**src/rtl/core/cobs_frame_receiver_core_defines.svh**
```systemverilog
// Assertion macros for the COBS frame receiver core.
// Included by the top level; needs no other file.
`ifndef COBS_FRAME_RECEIVER_CORE_DEFINES_SVH
`define COBS_FRAME_RECEIVER_CORE_DEFINES_SVH

// Same-cycle implication, disabled during reset
`define CFR_ASSERT_NOW(lbl, ck, rs, ante, cons, msg) \
  lbl: assert property (@(posedge ck) disable iff (rs) (ante) |-> (cons)) else $error(msg);

// Next-cycle implication, disabled during reset
`define CFR_ASSERT_NEXT(lbl, ck, rs, ante, cons, msg) \
  lbl: assert property (@(posedge ck) disable iff (rs) (ante) |=> (cons)) else $error(msg);

`endif

```
**src/rtl/core/cfr_pkg.sv**
```systemverilog
// Shared types and constants for the COBS frame receiver core.
// No dependencies.
`timescale 1ns / 1ps

package cfr_pkg;

  // Fixed field widths
  localparam int BYTE_W = 8;
  localparam int POS_W  = 7;   // write position / packet length
  localparam int CNT_W  = 7;   // encoded bytes in the frame

  localparam logic [BYTE_W-1:0] DELIM    = 8'h00;
  localparam logic [BYTE_W-1:0] CODE_MAX = 8'hFF;

  // Frame-end handoff from decoder to drain
  typedef struct packed {
    logic             valid;
    logic [POS_W-1:0] len;
  } cfr_done_t;

endpackage

```
**src/rtl/core/cobs_frame_receiver_core.sv**
```systemverilog
// COBS frame receiver top level: decoder, packet store and drain.
// Depends on cfr_pkg, cfr_decode, cfr_store, cfr_drain and the defines header.
//
//  channel | handshake             | payload
//  --------+-----------------------+-------------------------------------
//  in      | in_valid / in_ready   | rx_byte
//  out     | out_valid / out_ready | data_byte, last_byte, empty_packet
//
// A received beat is decoded straight into the store. A good frame's delimiter
// starts a burst of N beats, each a store read, then an output register load
// that waits while the register is full; an empty packet is one zero beat.
// Input stalls during the burst; the last beat may still wait in the output
// register. Reset clears sync and frame state; the store needs no clearing pass.
`timescale 1ns / 1ps
`include "cobs_frame_receiver_core_defines.svh"

module cobs_frame_receiver_core #(
  parameter int PACKET_MAX  = 64,
  parameter int ENCODED_MAX = 66
) (
  input  logic                       clk,
  input  logic                       rst,
  input  logic                       in_valid,
  output logic                       in_ready,
  input  logic [cfr_pkg::BYTE_W-1:0] rx_byte,
  output logic                       out_valid,
  input  logic                       out_ready,
  output logic [cfr_pkg::BYTE_W-1:0] data_byte,
  output logic                       last_byte,
  output logic                       empty_packet
);

  localparam int ADDR_W = (PACKET_MAX > 1) ? $clog2(PACKET_MAX) : 1;

  logic                       acc;
  logic                       idle;
  logic                       we;
  logic [ADDR_W-1:0]          waddr;
  logic [cfr_pkg::BYTE_W-1:0] wdata;
  logic                       re;
  logic [ADDR_W-1:0]          raddr;
  logic [cfr_pkg::BYTE_W-1:0] rdata;
  cfr_pkg::cfr_done_t         done;

  // Hold off input while a burst reads the store
  assign in_ready = idle;
  assign acc      = in_valid && in_ready;

  cfr_decode #(
    .PACKET_MAX  (PACKET_MAX),
    .ENCODED_MAX (ENCODED_MAX),
    .ADDR_W      (ADDR_W)
  ) u_decode (
    .clk     (clk),
    .rst     (rst),
    .acc     (acc),
    .rx_byte (rx_byte),
    .we      (we),
    .waddr   (waddr),
    .wdata   (wdata),
    .done    (done)
  );

  cfr_store #(
    .PACKET_MAX (PACKET_MAX),
    .ADDR_W     (ADDR_W)
  ) u_store (
    .clk   (clk),
    .we    (we),
    .waddr (waddr),
    .wdata (wdata),
    .re    (re),
    .raddr (raddr),
    .rdata (rdata)
  );

  cfr_drain #(
    .ADDR_W (ADDR_W)
  ) u_drain (
    .clk          (clk),
    .rst          (rst),
    .done         (done),
    .idle         (idle),
    .re           (re),
    .raddr        (raddr),
    .rdata        (rdata),
    .out_valid    (out_valid),
    .out_ready    (out_ready),
    .data_byte    (data_byte),
    .last_byte    (last_byte),
    .empty_packet (empty_packet)
  );

  // Store writes come only from accepted beats, never during a burst
  `CFR_ASSERT_NOW(a_write_idle, clk, rst, we, acc && idle, "store write outside accepted beat")

  // A handed-off frame blocks input on the next cycle
  `CFR_ASSERT_NEXT(a_done_blocks, clk, rst, done.valid, !in_ready, "input open after frame end")

  // An empty packet is a single zero beat marked last
  `CFR_ASSERT_NOW(a_empty_form, clk, rst, out_valid && empty_packet,
                  last_byte && (data_byte == cfr_pkg::DELIM), "malformed empty packet beat")

endmodule

```
**src/rtl/core/cfr_store.sv**
```systemverilog
// Decoded packet store: one write port, one read port, registered read data.
// Depends on cfr_pkg.
`timescale 1ns / 1ps

module cfr_store #(
  parameter int PACKET_MAX = 64,
  parameter int ADDR_W     = 6
) (
  input  logic                       clk,
  input  logic                       we,
  input  logic [ADDR_W-1:0]          waddr,
  input  logic [cfr_pkg::BYTE_W-1:0] wdata,
  input  logic                       re,
  input  logic [ADDR_W-1:0]          raddr,
  output logic [cfr_pkg::BYTE_W-1:0] rdata
);

  logic [cfr_pkg::BYTE_W-1:0] mem [PACKET_MAX];

  // Write decoded byte
  always_ff @(posedge clk) begin
    if (we) begin
      mem[waddr] <= wdata;
    end
  end

  // Registered read; data holds when no read is issued
  always_ff @(posedge clk) begin
    if (re) begin
      rdata <= mem[raddr];
    end
  end

endmodule

```
**src/rtl/core/cfr_decode.sv**
```systemverilog
// Frame tracker and COBS decoder: sync, group counting, writes into the store.
// Depends on cfr_pkg.
`timescale 1ns / 1ps

module cfr_decode #(
  parameter int PACKET_MAX  = 64,
  parameter int ENCODED_MAX = 66,
  parameter int ADDR_W      = 6
) (
  input  logic                       clk,
  input  logic                       rst,
  input  logic                       acc,
  input  logic [cfr_pkg::BYTE_W-1:0] rx_byte,
  output logic                       we,
  output logic [ADDR_W-1:0]          waddr,
  output logic [cfr_pkg::BYTE_W-1:0] wdata,
  output cfr_pkg::cfr_done_t         done
);

  localparam int PW = cfr_pkg::POS_W;
  localparam int CW = cfr_pkg::CNT_W;
  localparam int BW = cfr_pkg::BYTE_W;
  localparam int XW = cfr_pkg::BYTE_W + 1;
  localparam logic [PW-1:0] PKT_LIM = PW'(PACKET_MAX);
  localparam logic [CW-1:0] ENC_LIM = CW'(ENCODED_MAX);

  logic          synced, synced_next;
  logic [CW-1:0] frame_count, frame_count_next;
  logic [PW-1:0] write_pos, write_pos_next;
  logic [BW-1:0] group_remaining, group_remaining_next;
  logic          zero_pending, zero_pending_next;
  logic          frame_bad, frame_bad_next;

  logic [PW-1:0] pos_after_zero;
  logic [XW-1:0] group_len;
  logic [XW-1:0] room;

  assign group_len = XW'(rx_byte) - XW'(1);

  // Decode one accepted beat
  always_comb begin
    synced_next          = synced;
    frame_count_next     = frame_count;
    write_pos_next       = write_pos;
    group_remaining_next = group_remaining;
    zero_pending_next    = zero_pending;
    frame_bad_next       = frame_bad;
    we                   = 1'b0;
    waddr                = write_pos[ADDR_W-1:0];
    wdata                = rx_byte;
    done.valid           = 1'b0;
    done.len             = write_pos;
    pos_after_zero       = write_pos;
    room                 = XW'(PKT_LIM) - XW'(write_pos);

    if (acc) begin
      if (!synced) begin
        // Hunt for a delimiter
        synced_next = (rx_byte == cfr_pkg::DELIM);
      end else if (rx_byte == cfr_pkg::DELIM) begin
        // Close the frame; hand a good one to the drain
        done.valid = (frame_count != '0) && !frame_bad && (group_remaining == '0);
        frame_count_next     = '0;
        write_pos_next       = '0;
        group_remaining_next = '0;
        zero_pending_next    = 1'b0;
        frame_bad_next       = 1'b0;
      end else if (frame_count >= ENC_LIM) begin
        // Frame too long: drop state and lose sync
        synced_next          = 1'b0;
        frame_count_next     = '0;
        write_pos_next       = '0;
        group_remaining_next = '0;
        zero_pending_next    = 1'b0;
        frame_bad_next       = 1'b0;
      end else begin
        frame_count_next = frame_count + CW'(1);
        if (!frame_bad) begin
          if (group_remaining == '0) begin
            // Code byte: flush pending zero, then open the next group
            if (zero_pending && (write_pos >= PKT_LIM)) begin
              frame_bad_next = 1'b1;
            end else begin
              if (zero_pending) begin
                we             = 1'b1;
                wdata          = cfr_pkg::DELIM;
                pos_after_zero = write_pos + PW'(1);
              end
              write_pos_next = pos_after_zero;
              room           = XW'(PKT_LIM) - XW'(pos_after_zero);
              if (group_len > room) begin
                frame_bad_next = 1'b1;
              end else begin
                group_remaining_next = group_len[BW-1:0];
                zero_pending_next    = (rx_byte != cfr_pkg::CODE_MAX);
              end
            end
          end else begin
            // Data byte
            if (write_pos < PKT_LIM) begin
              we             = 1'b1;
              write_pos_next = write_pos + PW'(1);
            end else begin
              frame_bad_next = 1'b1;
            end
            group_remaining_next = group_remaining - BW'(1);
          end
        end
      end
    end
  end

  // Hold frame state
  always_ff @(posedge clk) begin
    if (rst) begin
      synced          <= 1'b0;
      frame_count     <= '0;
      write_pos       <= '0;
      group_remaining <= '0;
      zero_pending    <= 1'b0;
      frame_bad       <= 1'b0;
    end else begin
      synced          <= synced_next;
      frame_count     <= frame_count_next;
      write_pos       <= write_pos_next;
      group_remaining <= group_remaining_next;
      zero_pending    <= zero_pending_next;
      frame_bad       <= frame_bad_next;
    end
  end

endmodule

```
**src/rtl/core/cfr_drain.sv**
```systemverilog
// Packet drain: reads the store in order and drives the output register.
// Depends on cfr_pkg.
`timescale 1ns / 1ps

module cfr_drain #(
  parameter int ADDR_W = 6
) (
  input  logic                       clk,
  input  logic                       rst,
  input  cfr_pkg::cfr_done_t         done,
  output logic                       idle,
  output logic                       re,
  output logic [ADDR_W-1:0]          raddr,
  input  logic [cfr_pkg::BYTE_W-1:0] rdata,
  output logic                       out_valid,
  input  logic                       out_ready,
  output logic [cfr_pkg::BYTE_W-1:0] data_byte,
  output logic                       last_byte,
  output logic                       empty_packet
);

  localparam int PW = cfr_pkg::POS_W;

  typedef enum logic [1:0] {
    D_IDLE,
    D_READ,
    D_LOAD,
    D_EMPTY
  } dstate_t;

  dstate_t           dstate;
  logic [ADDR_W-1:0] rd_ptr;
  logic [PW-1:0]     len;
  logic              slot_free;
  logic              at_end;
  logic              load;

  assign slot_free = !out_valid || out_ready;
  assign at_end    = (PW'(rd_ptr) + PW'(1)) == len;
  assign idle      = (dstate == D_IDLE);
  assign re        = (dstate == D_READ);
  assign raddr     = rd_ptr;
  assign load      = slot_free && ((dstate == D_LOAD) || (dstate == D_EMPTY));

  // Sequence reads and output beats
  always_ff @(posedge clk) begin
    if (rst) begin
      dstate    <= D_IDLE;
      rd_ptr    <= '0;
      len       <= '0;
      out_valid <= 1'b0;
    end else begin
      // Fill the output register, or free it once its beat is taken
      if (load) begin
        out_valid <= 1'b1;
      end else if (out_valid && out_ready) begin
        out_valid <= 1'b0;
      end
      unique case (dstate)
        D_IDLE: begin
          if (done.valid) begin
            rd_ptr <= '0;
            len    <= done.len;
            dstate <= (done.len == '0) ? D_EMPTY : D_READ;
          end
        end
        D_READ: begin
          dstate <= D_LOAD;
        end
        D_LOAD: begin
          if (slot_free) begin
            data_byte    <= rdata;
            last_byte    <= at_end;
            empty_packet <= 1'b0;
            if (at_end) begin
              dstate <= D_IDLE;
            end else begin
              rd_ptr <= rd_ptr + ADDR_W'(1);
              dstate <= D_READ;
            end
          end
        end
        D_EMPTY: begin
          if (slot_free) begin
            data_byte    <= cfr_pkg::DELIM;
            last_byte    <= 1'b1;
            empty_packet <= 1'b1;
            dstate       <= D_IDLE;
          end
        end
        default: begin
          dstate <= D_IDLE;
        end
      endcase
    end
  end

endmodule
```
**config.mk**
```make
export PLATFORM = sky130hd
export DESIGN_NAME = cobs_frame_receiver_core
export DESIGN_NICKNAME = d
export VERILOG_FILES = /design/src/rtl/core/cfr_pkg.sv /design/src/rtl/core/cobs_frame_receiver_core.sv /design/src/rtl/core/cfr_store.sv /design/src/rtl/core/cfr_decode.sv /design/src/rtl/core/cfr_drain.sv
export VERILOG_INCLUDE_DIRS = /design/src /design/src/rtl/core
export SDC_FILE = /design/constraint.sdc
export NUM_CORES = 1
export LEC_CHECK = 0
export BUFFER_PORTS_ARGS = -buffer_cell sky130_fd_sc_hd__buf_2
export CAP_MARGIN = 20
export CELL_PAD_IN_SITES_DETAIL_PLACEMENT = 0
export CELL_PAD_IN_SITES_GLOBAL_PLACEMENT = 1
export CORE_ASPECT_RATIO = 1.5
export CORE_MARGIN = 2
export CORE_UTILIZATION = 57
export CTS_BUF_LIST = sky130_fd_sc_hd__clkbuf_4 sky130_fd_sc_hd__clkbuf_8
export DETAILED_ROUTE_END_ITERATION = 8
export PLACE_DENSITY_LB_ADDON = 0.25
export SLEW_MARGIN = 10
export SYNTH_ARGS = -nofsm -noshare
export SYNTH_HDL_FRONTEND = slang
export SYNTH_SLANG_ARGS = --single-unit
```
**constraint.sdc**
```tcl
create_clock -name clk -period 6.26 [get_ports clk]
set_input_delay 1.252 -clock clk [delete_from_list [all_inputs] [get_ports clk]]
set_output_delay 1.252 -clock clk [all_outputs]
set_load 0.005 [all_outputs]
```
### Yosys cells after proc, flatten, opt, wreduce, memory -nomap -nowiden

Memories as Yosys holds them, arrays and structs flattened. A register that Yosys moved wholly into a read port is not among the register bits.
Cells that the tools add are included.

| operators by class | value |
|---|---|
| add/subtract/negate cells | 7 |
| $lt $le $gt $ge | 4 |
| eq/ne operators | 14 |
| muxes and demuxes | 80 |
| bitwise operators | 1 |
| reductions and logical operators | 28 |

Operators by type and width:

| operator | number |
|---|---|
| $mux 8 | 16 |
| $mux 7 | 16 |
| $mux 1 | 36 |
| $mux 6 | 3 |
| $logic_not 8->1 | 2 |
| $pmux 8 s2 | 1 |
| $add 7x1->7 const B | 2 |
| $ge 7x7->1 const B | 2 |
| $pmux 6 s2 | 1 |
| $reduce_and 5->1 | 2 |
| $gt 9x9->1 | 1 |
| $sub 8x1->9 const B | 1 |
| $mux 2 | 4 |
| $ne 4x2->1 const B | 2 |
| $ne 8x8->1 const B | 1 |
| $pmux 2 s4 | 1 |
| $reduce_and 4->1 | 2 |
| $sub 7x7->8 const A | 1 |
| $sub 8x1->8 const B | 1 |
| $add 6x1->7 const B | 1 |
| $eq 7x7->1 | 1 |
| $logic_not 7->1 | 1 |
| $lt 7x7->1 const B | 1 |
| $reduce_bool 7->1 | 1 |
| 19 further kinds | 34 |

| word-level totals | value |
|---|---|
| bits in registers | 51 |
| RAM bits | 512 |
| input port bits | 12 |
| logic and storage cells | 148 |
| memories | 1 |

Memories:

| memory | depth | width | rd ports | clocked after memory_dff | write ports | line | source |
|---|---|---|---|---|---|---|---|
| u_store.mem | 64 | 8 | 1 | 1 | 1 | cfr_store.sv:18 | `logic [cfr_pkg::BYTE_W-1:0] mem [PACKET_MAX];` |

### Logic depth before layout (Yosys ltp)

| logic depth | value |
|---|---|
| depth in word-level cells | 17 |
| depth in mapped cells | 15 |
| gate-level depth less buffers | 14 |

### By module

From an unflattened synthesis, not the netlist that was laid out.

| unflattened totals | value |
|---|---|
| cells, all modules | 1404 |
| area, all modules | 23831.6 um2 |

Modules (own cells, without submodules):

| module | times used | cells an instance | area each (um2) |
|---|---|---|---|
| cfr_store | 1 | 972 | 20270.7 |
| cfr_decode | 1 | 296 | 2247.2 |
| cfr_drain | 1 | 135 | 1307.5 |
| cobs_frame_receiver_core | 1 | 1 | 6.3 |

### Worst setup path after synthesis

Ideal clock, no wire load.

| path | value |
|---|---|
| kind | in2reg |
| start | in rx_byte[2] (netlist name) |
| end | mem u_store.mem[0][0] (netlist name), data pin |
| library setup time | 588 ps |
| arrival | 4139 ps |
| required time | 5672 ps |
| path slack | 1533 ps |
| stages on the path | 6 |
| path buffers | 1 |
| path through | nor4_1 nand3_1 nand2_1 buf_2 nor3_2 a31oi_1 |

| on the way | value |
|---|---|
| word-level cells in the longest chain between the ends | 4 |

RTL lines:

| what | line | source |
|---|---|---|
| from (decl) | cobs_frame_receiver_core.sv:25 | `input logic [cfr_pkg::BYTE_W-1:0] rx_byte,` |
| $logic_not 8->1 | cfr_decode.sv:60 | `end else if (rx_byte == cfr_pkg::DELIM) begin` |
| $mux 8 | cfr_decode.sv:60 |  |
| $mux 8 | cfr_decode.sv:57 | `if (!synced) begin` |
| $mux 8 | cfr_decode.sv:56 | `if (acc) begin` |
| named net u_decode.wdata, one bit | cfr_decode.sv:16 | `output logic [cfr_pkg::BYTE_W-1:0] wdata,` |
| to (decl) | cfr_store.sv:18 |  |

The timed path passes the listed nets, and every way through them passes these cells.

### Final worst setup path

| path | value |
|---|---|
| start | reg u_decode.write_pos[0] |
| end | reg u_decode.group_remaining[7] |

| on the way | value |
|---|---|
| word-level cells in the longest chain between the ends | 13 |
| elaborated cells on any way between the ends | 16 |
| those cells by class | add/sub (2); order compare (2); eq/ne (2); mux (8); reduce/logical (2) |

RTL lines:

| what | line | source |
|---|---|---|
| from (decl) | cfr_decode.sv:29 | `logic [PW-1:0] write_pos, write_pos_next;` |
| from (signal assigned) | cfr_decode.sv:125 | `write_pos <= write_pos_next;` |
| $add 7x1->7 | cfr_decode.sv:87 | `pos_after_zero = write_pos + PW'(1);` |
| $mux 7 | cfr_decode.sv:84 | `if (zero_pending) begin` |
| $mux 7 | cfr_decode.sv:81 | `if (zero_pending && (write_pos >= PKT_LIM)) begin` |
| $mux 7 | cfr_decode.sv:79 | `if (group_remaining == '0) begin` |
| $mux 7 | cfr_decode.sv:78 | `if (!frame_bad) begin` |
| $mux 7 | cfr_decode.sv:68 | `end else if (frame_count >= ENC_LIM) begin` |
| $mux 7 | cfr_decode.sv:60 |  |
| $mux 7 | cfr_decode.sv:57 |  |
| $mux 7 | cfr_decode.sv:56 |  |
| $sub 7x7->8 | cfr_decode.sv:90 | `room = XW'(PKT_LIM) - XW'(pos_after_zero);` |
| $gt 9x9->1 | cfr_decode.sv:91 | `if (group_len > room) begin` |
| $ne 4x2->1 (no line) | n/a |  |
| $reduce_and 5->1 (no line) * | n/a |  |
| to (signal assigned) | cfr_decode.sv:126 | `group_remaining <= group_remaining_next;` |
| to (decl) | cfr_decode.sv:30 | `logic [BW-1:0] group_remaining, group_remaining_next;` |

Mark *: on every way between the ends. The rest lies on a longest branch, timed or not. The select of a mux whose other input is x is not followed.
A chain may end at the register's enable or synchronous reset.

==> results.md <==
* Outcome: completed
* Synth-to-layout area growth at 9.89%
* Hold_sp: u_decode.group_remaining[4]$_SDFFE_PP0P_
* Crit Path Class: flip-flop to flip-flop
* P_leak at between 7 and 8 nW
* Die X at around 170 µm
* Top cells by area, synth: edfxtp_1, mux4_2, dfxtp_1, nor2_1, mux2i_1
* Crit path capture type: flip-flop
* Hold path depth at 2
* Synth unique cells at 70
* Multi-input gate area at 6370 µm²
* Number of buffers created by CTS at 79
* Hold Crit Class: flip-flop to flip-flop
* Buffers added on ports at 23
* Period utilization at 0.706
* Via density per instance at about 6.4
* Hold Fails Final Rpt at 0
* Reg2Reg Capture Point: u_decode.group_remaining[7]$_SDFFE_PP0P_
* Most frequent cells in the layout: edfxtp_1, mux4_2, nor2_1, clkbuf_8, dfxtp_1
* Post-Route WL at 51200 µm
* Final setup violation count at 0
* Inst Count DP at between 1.5k and 2k
* Launching point of the worst reg2reg path: u_decode.write_pos[0]$_SDFFE_PP0P_
* Max Cap Violations at 0
* Placer congestion estimate at 0.891
* Core box area at 40900 µm²
* Sequential share of the synthesized area at 0.714
* Worst EP arrival at 4.98 ns
* Worst slew pin tran at 0.985 ns
* Share of cells above drive strength 1 at 0.252
* CTS tree: built
* Clk root buf: clkbuf_8
* Post-CTS setup buffer count at 0
* Nets at 1344
* Drt first-iter violations at about 1.1k
* Post-synth ARST share at 0
* Period minus WS final at roughly 4.4 ns
* DRC violations left at 0
* Largest net degree at the start of global routing at 65
* Starting Density at 0.573
* Setup TNS after final layout at 0 ns
* Hold_buf cts at 0
* Met2 wire len at 26900 µm
* Drt first pass iters at 5
* Seq cells post-synth at roughly 570
* Cell area after synthesis at between 20000 and 25000 µm²
* Detailed Place HPWL at 32700 µm
* Power Total at 7.21 mW
* Clock buffer depth at 3
* Vias in the first global route at roughly 12k
* Number of synthesized flops with an enable pin at 530
* Fin. max-slew vios at 0
* Initial antenna violation count at 1
* Worst-skew pair later-pin latency at ~0.65 ns
* Commonest non-fill, non-tap cell in the layout: edfxtp_1
* M1 WL at about 20000 µm
* Crit path launch type: flip-flop
* Syn Inst Count at 1261
* Ports at 24
* PD cells at approximately 280 nW/µm²
* Die area at 42800 µm²
* Reg clk slew, reported paths at 0.07 ns
* Max rail drop VDD at 0.137 mV
* Critical path fanouts, max at 14
* Die H at 252 µm
* Clock Skew at 0.0357 ns
* Total track usage at 0.249
* # rows at 91
* Post-CTS sizing at 0
* Primary FF master, synth: edfxtp_1
* Syn nets at 1292
* FF-to-FF setup slack at 1.84 ns
* Yosys top cell area share at 0.679
* RSZ-0062 raised after global routing: no
* Min-Delay Endpoint: u_decode.group_remaining[4]$_SDFFE_PP0P_
* Gr ovfl total at 0
* H-tree depth at 3
* Top routing layer in use: met4
* Yosys warnings at 0
* Avg Cell Area, Syn at 18.6 µm²
* Worst Path Required at just under 7 ns
* Max Fclk at between 0.2 and 0.25 GHz
* FF+latch area at 16700 µm²
* Drt wl/cell at 27.1 µm
* Post-synth top area cell: edfxtp_1
* Fin cells at roughly 1.9k
* Met3 WL at 2660 µm
* Vias at around 12k
* Slew HR at 0.342
* # fillers at 2816
* Post-route ant nets at 0
* Clock Sinks at 571
* Worst R2R Path Depth at 14
* First-pass GRT wire length at 77400 µm
worst max-delay path, cell delays in order (launching register included):
cell and delay [ns]:
dfxtp_1 0.61, ha_1 0.47, or2_2 0.18, a21oi_1 0.06, o21ai_0 0.50, mux2i_1 0.25, o22ai_1 0.11, xor2_1 0.19
ha_1 0.30, nand4_1 0.12, nor3_1 0.23, a2bb2oi_1 0.42, a211oi_2 0.24, or4_1 0.56, a21oi_1 0.13
worst max-delay path by stage:
stage,from,end,slack (ns),cells after the start
2_1_floorplan,rx_byte[2],u_store.mem[0][0]$_DFFE_PP_,1.53,6
3_3_place_gp,in_valid,u_store.mem[53][2]$_DFFE_PP_,1.76,7
3_5_place_dp,in_valid,u_store.mem[41][4]$_DFFE_PP_,1.64,7
4_1_cts,u_decode.write_pos[0]$_SDFFE_PP0P_,u_decode.group_remaining[7]$_SDFFE_PP0P_,1.85,14
5_1_grt,u_decode.write_pos[0]$_SDFFE_PP0P_,u_decode.group_remaining[7]$_SDFFE_PP0P_,1.60,14
6_report,u_decode.write_pos[0]$_SDFFE_PP0P_,u_decode.group_remaining[7]$_SDFFE_PP0P_,1.84,14
final cells by class:
type                    instances  area share
clock buffers                 105      0.0510
well taps                     511      0.0248
flip-flops and latches        571       0.650
diodes                          1   0.0000972
clock inverters                38      0.0119
inverters                      22     0.00321
repair buffers                 40      0.0115
multi-input cells             599       0.247
Yosys cell counts, drive strengths merged, types with 3 or more instances:
| cell | n |
|---|---|
| nand2b | 4 |
| nor2b | 5 |
| o21ai | 19 |
| a41oi | 5 |
| nand3b | 5 |
| buf | 25 |
| dfxtp | 41 |
| ha | 19 |
| a21oi | 33 |
| o211ai | 5 |
| or4 | 5 |
| mux2i | 25 |
| o311ai | 3 |
| or3 | 5 |
| clkbuf | 44 |
| and2 | 17 |
| nor2 | 106 |
| nand4b | 3 |
| or2 | 3 |
| a221o | 6 |
| and3 | 4 |
| a211o | 3 |
| o211a | 9 |
| nor4 | 4 |
| xor2 | 17 |
| mux4 | 154 |
| a211oi | 4 |
| nand4 | 11 |
| o31ai | 6 |
| a22oi | 7 |
| nor3b | 3 |
| nand3 | 17 |
| o22ai | 4 |
| nand2 | 36 |
| xnor2 | 12 |
| inv | 21 |
| edfxtp | 530 |
| a31oi | 7 |
| nor3 | 10 |
logic make-up (layout without fill, tap and decap cells):
logic type	count (synthesis)	count (layout)	share of synthesized area
AOI/OAI and AO/OA	127	127	0.0382
xor gates and xnor gates	29	29	0.0108
adders and majority gates	19	19	0.0101
buffers and inverters	91	205	0.0158
DFF	571	571	0.714
muxes	180	180	0.159
other	0	1	0
and+or+nand+nor	244	244	0.0517
stage by stage:
| step | hold WS (ns) | instance area, µm² | utilization | setup slack, ns |
|---|---|---|---|---|
| after floorplan | 0.458 | 23400 | - | 1.53 |
| final | 0.501 | 25800 | 0.630 | 1.84 |
| after global routing | 0.541 | 25800 | 0.630 | 1.60 |
| after global placement | 0.480 | 24100 | 0.589 | 1.76 |
| after CTS | 0.502 | 25700 | 0.629 | 1.85 |
| after detailed placement | 0.493 | 24100 | 0.590 | 1.64 |
metal layers:
metal | vias to the layer above | global-route usage
met3 | 100 | 0.0387
met2 | 432 | 0.424
met4 | 0 | 0.0965
met5 | - | 0
li1 | 5241 | -
met1 | 6275 | 0.327
where the power goes:
group          switching, mW  leakage (nW)  total, mW  internal [mW]
Sequential           0.00219          5.09       4.16           4.16
Combinational         0.0991          2.05      0.131         0.0315
Clock                   1.33         0.850       2.91           1.58
registers in the layout, summed over array words and instances, names as in the netlist:
register	count
u_store.rdata	8
u_decode.zero_pending	1
u_decode.frame_count	7
u_drain.len	7
u_decode.synced	1
u_decode.write_pos	7
u_drain.out_valid	1
u_store.mem	512
u_drain.data_byte	8
u_decode.group_remaining	8
u_drain.raddr	6
u_decode.frame_bad	1
u_drain.last_byte	1
u_drain.dstate	2
u_drain.empty_packet	1
Power figures use the tool's default switching activity.
